<file path="src/rtl/smv_pkg.sv">
// ----------------------------------------------------------------------------
// smv_pkg
// shared widths, payload types and accumulator record for the streaming
// mean and variance core
// ----------------------------------------------------------------------------
package smv_pkg;

	localparam int SAMPLE_BITS = 16;
	localparam int COUNT_BITS  = 32;
	localparam int FRAC_BITS   = 16;

	localparam int SAMPLE_W = 16;
	localparam int MEAN_W   = 32;
	localparam int VAR_W    = 46;
	localparam int CNT_W    = 32;

	localparam int SUM_W  = SAMPLE_BITS + COUNT_BITS;
	localparam int SQ_W   = 2 * SAMPLE_BITS + COUNT_BITS;
	localparam int MUL_W  = COUNT_BITS + SQ_W;
	localparam int NUM_W  = MUL_W + FRAC_BITS;
	localparam int DIV_W  = 2 * COUNT_BITS;
	localparam int STEP_W = $clog2(NUM_W);

	localparam int QUEUE_DEPTH = 2;
	localparam int QPTR_W      = $clog2(QUEUE_DEPTH);
	localparam int QCNT_W      = $clog2(QUEUE_DEPTH + 1);

	typedef struct packed {
		logic [SAMPLE_W-1:0] sample;
		logic                last;
	} smv_in_t;

	typedef struct packed {
		logic [MEAN_W-1:0] mean_fixed;
		logic [VAR_W-1:0]  variance_fixed;
		logic [CNT_W-1:0]  item_count;
		logic              overflow;
	} smv_out_t;

	typedef struct packed {
		logic [COUNT_BITS-1:0] count;
		logic [SUM_W-1:0]      sum;
		logic [SQ_W-1:0]       sum_sq;
		logic                  overflow;
	} smv_acc_t;

endpackage

</file>
<file path="src/rtl/smv_queue.sv">
// ----------------------------------------------------------------------------
// smv_queue
// short queue of finished set records between accumulator and divider
// ----------------------------------------------------------------------------
module smv_queue import smv_pkg::*; (
	input  logic     clk,
	input  logic     arst_n,
	input  logic     push,
	input  smv_acc_t push_data,
	output logic     push_ready,
	input  logic     pop,
	output logic     head_valid,
	output smv_acc_t head
);

	smv_acc_t          entries [QUEUE_DEPTH];
	logic [QPTR_W-1:0] wr_ptr_q;
	logic [QPTR_W-1:0] rd_ptr_q;
	logic [QCNT_W-1:0] fill_q;
	logic              do_push;
	logic              do_pop;

	assign push_ready = fill_q != QCNT_W'(QUEUE_DEPTH);
	assign head_valid = fill_q != '0;
	assign head       = entries[rd_ptr_q];
	assign do_push    = push && push_ready;
	assign do_pop     = pop && head_valid;

	always_ff @(posedge clk) begin
		if (do_push) begin
			entries[wr_ptr_q] <= push_data;
		end
	end

	always_ff @(posedge clk or negedge arst_n) begin
		if (!arst_n) begin
			wr_ptr_q <= '0;
			rd_ptr_q <= '0;
			fill_q   <= '0;
		end else begin
			if (do_push) begin
				wr_ptr_q <= (wr_ptr_q == QPTR_W'(QUEUE_DEPTH - 1)) ? '0 :
					wr_ptr_q + QPTR_W'(1);
			end
			if (do_pop) begin
				rd_ptr_q <= (rd_ptr_q == QPTR_W'(QUEUE_DEPTH - 1)) ? '0 :
					rd_ptr_q + QPTR_W'(1);
			end
			if (do_push && !do_pop) begin
				fill_q <= fill_q + QCNT_W'(1);
			end else if (do_pop && !do_push) begin
				fill_q <= fill_q - QCNT_W'(1);
			end
		end
	end

endmodule

</file>
<file path="config.mk">
export PLATFORM = sky130hd
export DESIGN_NAME = smv_queue
export DESIGN_NICKNAME = d
export VERILOG_FILES = /design/src/rtl/smv_pkg.sv /design/src/rtl/smv_queue.sv
export SDC_FILE = /design/constraint.sdc
export NUM_CORES = 1
export LEC_CHECK = 0
export ABC_CLOCK_PERIOD_IN_PS = 8820
export BUFFER_PORTS_ARGS = -buffer_cell sky130_fd_sc_hd__buf_2
export CORE_ASPECT_RATIO = 0.6
export CORE_MARGIN = 2
export CORE_UTILIZATION = 40
export DETAILED_ROUTE_END_ITERATION = 16
export SYNTH_ARGS = -nofsm -noshare
export SYNTH_HDL_FRONTEND = slang
export SYNTH_SLANG_ARGS = --single-unit
</file>
<file path="constraint.sdc">
create_clock -name clk -period 8.82 [get_ports clk]
set_input_delay 1.323 -clock clk [delete_from_list [all_inputs] [get_ports clk]]
set_output_delay 1.323 -clock clk [all_outputs]
set_load 0.02 [all_outputs]
</file>
[Word level (Yosys, flattened, before mapping)]
Memories as Yosys holds them, arrays and structs flattened.
Cells that the tools add are included.
Word-level totals
  register bits after elaboration: 4
  memory bits (writable): 290
  output and inout port bits: 147
  logic and storage cells: 23
  memories: 1
Memories
  entries: depth 2, bits a word 145, rd ports 1, clocked after Yosys merged registers in 0, wr ports 1, line smv_queue.sv:16  | smv_acc_t entries [QUEUE_DEPTH];
Cells by class
  add/subtract/negate cells: 4
  equality and inequality tests: 1
  muxes and demuxes: 6
  reduce and logical (&&, ||, !) cells: 8
Operators by type and width (count)
  $logic_and 1x1->1: 4
  $mux 1: 4
  $mux 2: 2
  $reduce_bool 2->1: 2
  $add 1x1->1 const B: 2
  $add 2x1->2 const B: 1
  $logic_not 1->1: 2
  $ne 2x2->1 const B: 1
  $sub 2x1->2 const B: 1

[Longest topological paths before layout]
Gate-level depths: netlist of the first run.
  word-level depth: 6
  depth in mapped cells: 7

[Worst setup path after synthesis of the first run]
OpenSTA, ideal clock, no wires.
  kind: input to register
  from: in push
  to: mem entries[0][0] (netlist name) (enable)
  setup time: 0.652 ns
  data arrival time: 7.440 ns
  required time: 8.168 ns
  slack: 0.729 ns
  cell stages on the path: 2
  buffers on the path: 0
  cell sequence: nand2_1 -> nor2_1
Between the ends
  cells in the longest elaborated chain, start to end: 3
RTL lines
  start: declaration: line smv_queue.sv:8  | input logic push,
  $logic_and 1x1->1: line smv_queue.sv:26  | assign do_push = push && push_ready;
  $mux 1: line smv_queue.sv:30  | if (do_push) begin
  $mux 1 (not written as such): line smv_queue.sv:31  | entries[wr_ptr_q] <= push_data;
  end: declaration: line smv_queue.sv:16
Every way passes these cells.

==> results of run 1 <==
worst paths after layout:
check                               start             end  slack [ps]
worst max register to register  fill_q[0]  entries[1][62]        5950
max in group asynchronous          arst_n        rd_ptr_q        8100
worst min register to register  fill_q[1]       fill_q[1]         500
worst max-delay path             rd_ptr_q         head[0]        4820
min in group asynchronous          arst_n        rd_ptr_q         590
worst min-delay path            fill_q[1]       fill_q[1]         500
cell type report:
class                           instances  area, sq um  area share [%]
Clock buffer                           32          737            5.49
Multi-Input combinational cell        158         1740            12.9
Inverter                                1         3.75          0.0280
Timing Repair Buffer                  301         1520            11.3
Antenna cell                            3         7.51          0.0560
Sequential cell                       294         8810            65.7
Clock inverter                         18          148            1.10
Tap cell                              360          450            3.36
state kept, by name (all words and copies together), names as in the netlist:
signal    cells
entries     290
rd_ptr_q      1
wr_ptr_q      1
fill_q        2
worst max-delay path: cells and delay by family (launching register included):
kind / cells / cell delay [ps]
buf+inv: 2 / 830
flops: 1 / 820
mux: 1 / 440
per-stage QoR:
| stage | cell area, sq um | setup WS (ps) | hold WS [ps] | util (%) |
|---|---|---|---|---|
| CTS | 13400 | 4730 | 500 | 50.8 |
| floorplan | 10700 | 729 | 456 | - |
| detailed placement | 12500 | 5120 | 492 | 47.4 |
| finish | 13400 | 4820 | 503 | 50.8 |
| global route | 13400 | 4650 | 521 | 50.8 |
| global placement | 12500 | 5220 | 475 | 47.4 |
routing by layer:
layer | wire length, microns | up-vias | track usage, %
met5 | 38 | - | 0
met4 | 382 | 6 | 3.29
met3 | 1940 | 37 | 5.86
met2 | 9820 | 194 | 23.6
met1 | 9270 | 2713 | 18.9
li1 | - | 2503 | -
layout by cell type (no fill, tap or decap), types with 3 or more instances in the layout:
cell       instances
xnor2_1            3
clkbuf_1           3
diode_2            3
clkinv_2           8
clkbuf_16         29
mux2_2           145
buf_4              6
edfxtp_1         290
buf_2            295
clkinv_1           5
dfrtp_1            3
power by group:
part / internal [mW] / leakage (nW) / switching [mW] / total [mW]
Clock: 0.658 / 0.443 / 0.489 / 1.15
Combinational: 0.565 / 1.81 / 0.923 / 1.49
Sequential: 1.91 / 2.74 / 0.108 / 2.02
logic make-up (layout without fill, tap and decap cells):
group | after synthesis | count (layout) | share of synthesized area, %
simple gates | 7 | 7 | 0.315
buf+inv | 17 | 352 | 1.95
mux | 145 | 145 | 15.2
fa+ha+maj | 1 | 1 | 0.116
other cells | 0 | 3 | 0
xor+xnor | 5 | 5 | 0.408
flops | 294 | 294 | 82.0
==> flow_metrics.py, run 1 <==
metrics = {
    "outcome": {
        "status": "finished clean",
    },
    "sta": {
        "hold_viol": 0,
        "max_freq_ghz": 0.250,
        "timing.final.crit_share_pct": 45.3,
        "finalMaxSlewViolations": 0,
        "final.setup_skew_ps": 5.82,
        "setup_tns_ps": 0,
        "rsz0062_at_grt": "false",
        "period_minus_slack_ps": 4000,
        "max_slew_margin_pct": 18.5,
        "setup-violations-final": 0,
        "worstMarginPinSlew_ps": 1220,
    },
    "floorplan": {
        "dieArea_sq_mm": 0.0282,
        "num_rows": 46,
        "die_h_microns": 131,
        "dieWidth_microns": 216,
        "io_pins": 296,
        "core_region_area_sq_mm": 0.0264,
        "start_util_pct": 40.7,
    },
    "logic_synthesis": {
        "synth_top_cell_area_share_pct": 81.1,
        "yosys_warnings": 0,
        "syn_area_sq_mm": 0.0107,
        "synth-edff-count": 290,
        "synthDistinctLibCells": 14,
        "synth.avg_cell_area_sq_um": 22.9,
        "synth-main-ff-cell": "edfxtp_1",
        "synthCells": 469,
        "synth_area_leaders": "edfxtp_1, mux2_2, clkbuf_8",
        "yosysTopAreaCell": "edfxtp_1",
        "ys_seq_elements": 294,
        "synth_common_cells": "edfxtp_1, mux2_2, clkbuf_8",
        "yosysSeqAreaShare_pct": 82.0,
        "syn_nets": 619,
        "async_flop_share_pct": 1.36,
        "yosysMostFrequentCell": "edfxtp_1",
    },
    "power": {
        "powerDensity_mw_per_mm2": 347,
        "p_total_mw": 4.66,
        "leakage_nw": 4.99,
        "peakVddDrop_v": 0.000202,
    },
    "setup_path": {
        "cpPeakStageDelay_ps": 820,
        "crit_path_max_fanout": 50,
        "cp.arrival_ps": 2680,
        "critPathKind": "flop to primary output",
        "cp-end-kind": "primary output",
        "start_kind": "flop",
        "r2r_cells": 3,
        "cpMaxStageDelayCell": "dfrtp_4",
        "path_cells": "buf_4 -> mux2_2 -> buf_2",
        "required_ps": 7500,
    },
    "drt": {
        "vias": 5453,
        "drcViolationCount": 0,
        "dr.pass1.iters": 6,
        "drt-initial-drc-count": 329,
        "routed_wl_microns": 21500,
        "ant_nets": 0,
        "wl_per_cell_microns": 18.4,
        "viasPerCell": 4.67,
    },
    "cts": {
        "clockRootBuffer": "clkbuf_16",
        "cts_tree": "done",
        "cts_sinks": 294,
        "holdBufCountCts": 0,
        "path_clk_slew_ps": 60,
        "clock_latency_ps": 530,
        "cts_setup_buffers": 0,
        "htreeDepth": 1,
        "cts.repair.resized": 0,
        "numCtsBuffers": 28,
        "cts.path.max_buffers": 3,
    },
    "placement": {
        "dp_cells": 1114,
        "portBuffers": 295,
        "dp_hpwl_microns": 14400,
        "gp_congestion": 0.802,
    },
    "grt": {
        "grt_max_degree": 87,
        "grt_pass1_vias": 5624,
        "grt_pass1_wl_microns": 31700,
        "grtUsageTotal_pct": 14.6,
        "grt-ovfl-total": 0,
        "antenna_found_initial": 6,
    },
    "min_path": {
        "holdPathStages": 1,
        "hp-class": "flop to flop",
    },
    "cells_and_area": {
        "final_nets": 934,
        "final_cells": 1167,
        "fillers": 2145,
        "drive_above_1_share_pct": 61.2,
        "syn_to_final_growth_pct": 24.9,
    },
    "flow_run": {
        "cap_violations": 0,
    },
}
Power figures use the tool's default switching activity.
==> inputs of run 2 (changes only) <==
Settings changed: ABC_CLOCK_PERIOD_IN_PS 8820 to 3800.
Clock period 8.82 ns to 3.8 ns, I/O delays scaled along.
==> flow_metrics.py, run 2 (synthesis results as in run 1) <==
metrics = {
    "sta": {
        "period_minus_slack_ps": 2820,
        "finalMaxSlewViolations": 0,
        "worstMarginPinSlew_ps": 851,
        "hold_viol": 0,
        "timing.final.crit_share_pct": 74.2,
        "rsz0062_at_grt": "false",
        "max_slew_margin_pct": 43.3,
        "setup_tns_ps": 0,
        "final.setup_skew_ps": 23.6,
        "holdWs_ps": 223,
        "setup-violations-final": 0,
        "max_freq_ghz": 0.355,
    },
    "setup_path": {
        "reg2reg_slack_ps": 1860,
        "start_kind": "flop",
        "critPathKind": "flop to primary output",
        "r2r_start": "fill_q[0]",
        "crit_path_start": "rd_ptr_q",
        "cp-end-kind": "primary output",
        "required_ps": 3230,
        "cp.arrival_ps": 2250,
        "crit_path_max_fanout": 146,
    },
    "cts": {
        "path_clk_slew_ps": 70,
        "cts_setup_buffers": 0,
        "cts.repair.resized": 0,
        "htreeDepth": 1,
        "clock_latency_ps": 530,
        "cts_tree": "done",
        "holdBufCountCts": 1,
        "cts.path.max_buffers": 3,
        "clockRootBuffer": "clkbuf_16",
        "cts_sinks": 294,
        "numCtsBuffers": 27,
    },
    "min_path": {
        "hp-class": "input pin to flop",
        "hp-start": "push_data[118]",
    },
    "grt": {
        "grt_pass1_wl_microns": 31400,
        "grt-ovfl-total": 0,
        "antenna_found_initial": 2,
        "grtUsageTotal_pct": 14.5,
        "grt_pass1_vias": 5688,
        "grt_max_degree": 147,
    },
    "cells_and_area": {
        "regArea_sq_mm": 0.00881,
        "syn_to_final_growth_pct": 24.1,
        "final_core_util_pct": 50.4,
        "drive_above_1_share_pct": 60.4,
        "largest_registers": "entries (290), fill_q (2)",
        "final_nets": 934,
        "final_cell_mix": "buf_2, edfxtp_1, mux2_2",
        "fillers": 2185,
        "multi_input_area_sq_mm": 0.00174,
        "largest-register": "entries",
        "largest_register_ffs": 290,
        "final_common_cell": "buf_2",
    },
    "drt": {
        "drcViolationCount": 0,
        "dr.pass1.iters": 5,
        "routed_wl_microns": 21500,
        "viasPerCell": 4.68,
        "ant_nets": 0,
        "vias": 5419,
        "drt-initial-drc-count": 295,
        "wl_per_cell_microns": 18.5,
    },
    "power": {
        "leakage_nw": 4.93,
        "p_total_mw": 10.5,
        "peakVddDrop_v": 0.000610,
        "powerDensity_mw_per_mm2": 791,
    },
    "outcome": {
        "status": "finished clean",
    },
    "floorplan": {
        "start_util_pct": 40.7,
        "dieWidth_microns": 216,
        "num_rows": 46,
        "dieArea_sq_mm": 0.0282,
        "die_h_microns": 131,
        "io_pins": 296,
        "core_region_area_sq_mm": 0.0264,
    },
    "placement": {
        "gp_congestion": 0.771,
        "portBuffers": 295,
        "dp_hpwl_microns": 14300,
    },
    "flow_run": {
        "cap_violations": 0,
    },
}
-- run 2: through the flow --
stage | setup slack [ps] | instances | cell area [sq um]
2_1_floorplan | 395 | 469 | 10700
3_3_place_gp | 1570 | 1114 | 12600
3_5_place_dp | 1540 | 1114 | 12600
4_1_cts | 957 | 1158 | 13300
5_1_grt | 881 | 1159 | 13300
6_report | 979 | 1159 | 13300
-- run 2: final timing paths --
path                                    to  depth (start not counted)
max in group asynchronous         rd_ptr_q                          2
setup / recovery                  head[43]                          3
hold reg to reg                  fill_q[1]                          1
min in group asynchronous        fill_q[1]                          2
hold / removal             entries[0][118]                          1
setup reg to reg            entries[1][12]                          3
-- run 2: report_power, final --
part	total, mW	switching [mW]	leakage, nW	internal, mW
registers	4.59	0.155	2.74	4.43
logic	3.60	2.24	1.83	1.36
clock network	2.36	1.07	0.367	1.29
-- run 2: critical path, stage by stage (launching register included) --
cell     delay [ps]
dfrtp_4         410
buf_12          550
mux2_2          450
buf_2           170
-- run 2: area by class of cell --
type,count,share of cell area (%)
sequential,294,66.1
multi-input combinational,158,13.0
timing repair buffer,302,11.9
clock buffer,34,5.27
tap,360,3.38
clock inverter,9,0.300
inverter,1,0.0282
antenna,1,0.0188
-- run 2: per-layer routing --
layer	global-route usage [%]	vias up	wire, microns	part of all wire, %
li1	-	2500	-	-
met3	4.70	31	1550	7.2
met2	22.9	189	10200	47
met1	19.6	2697	9280	43
met5	0	-	13	0.061
met4	3.53	2	464	2.2
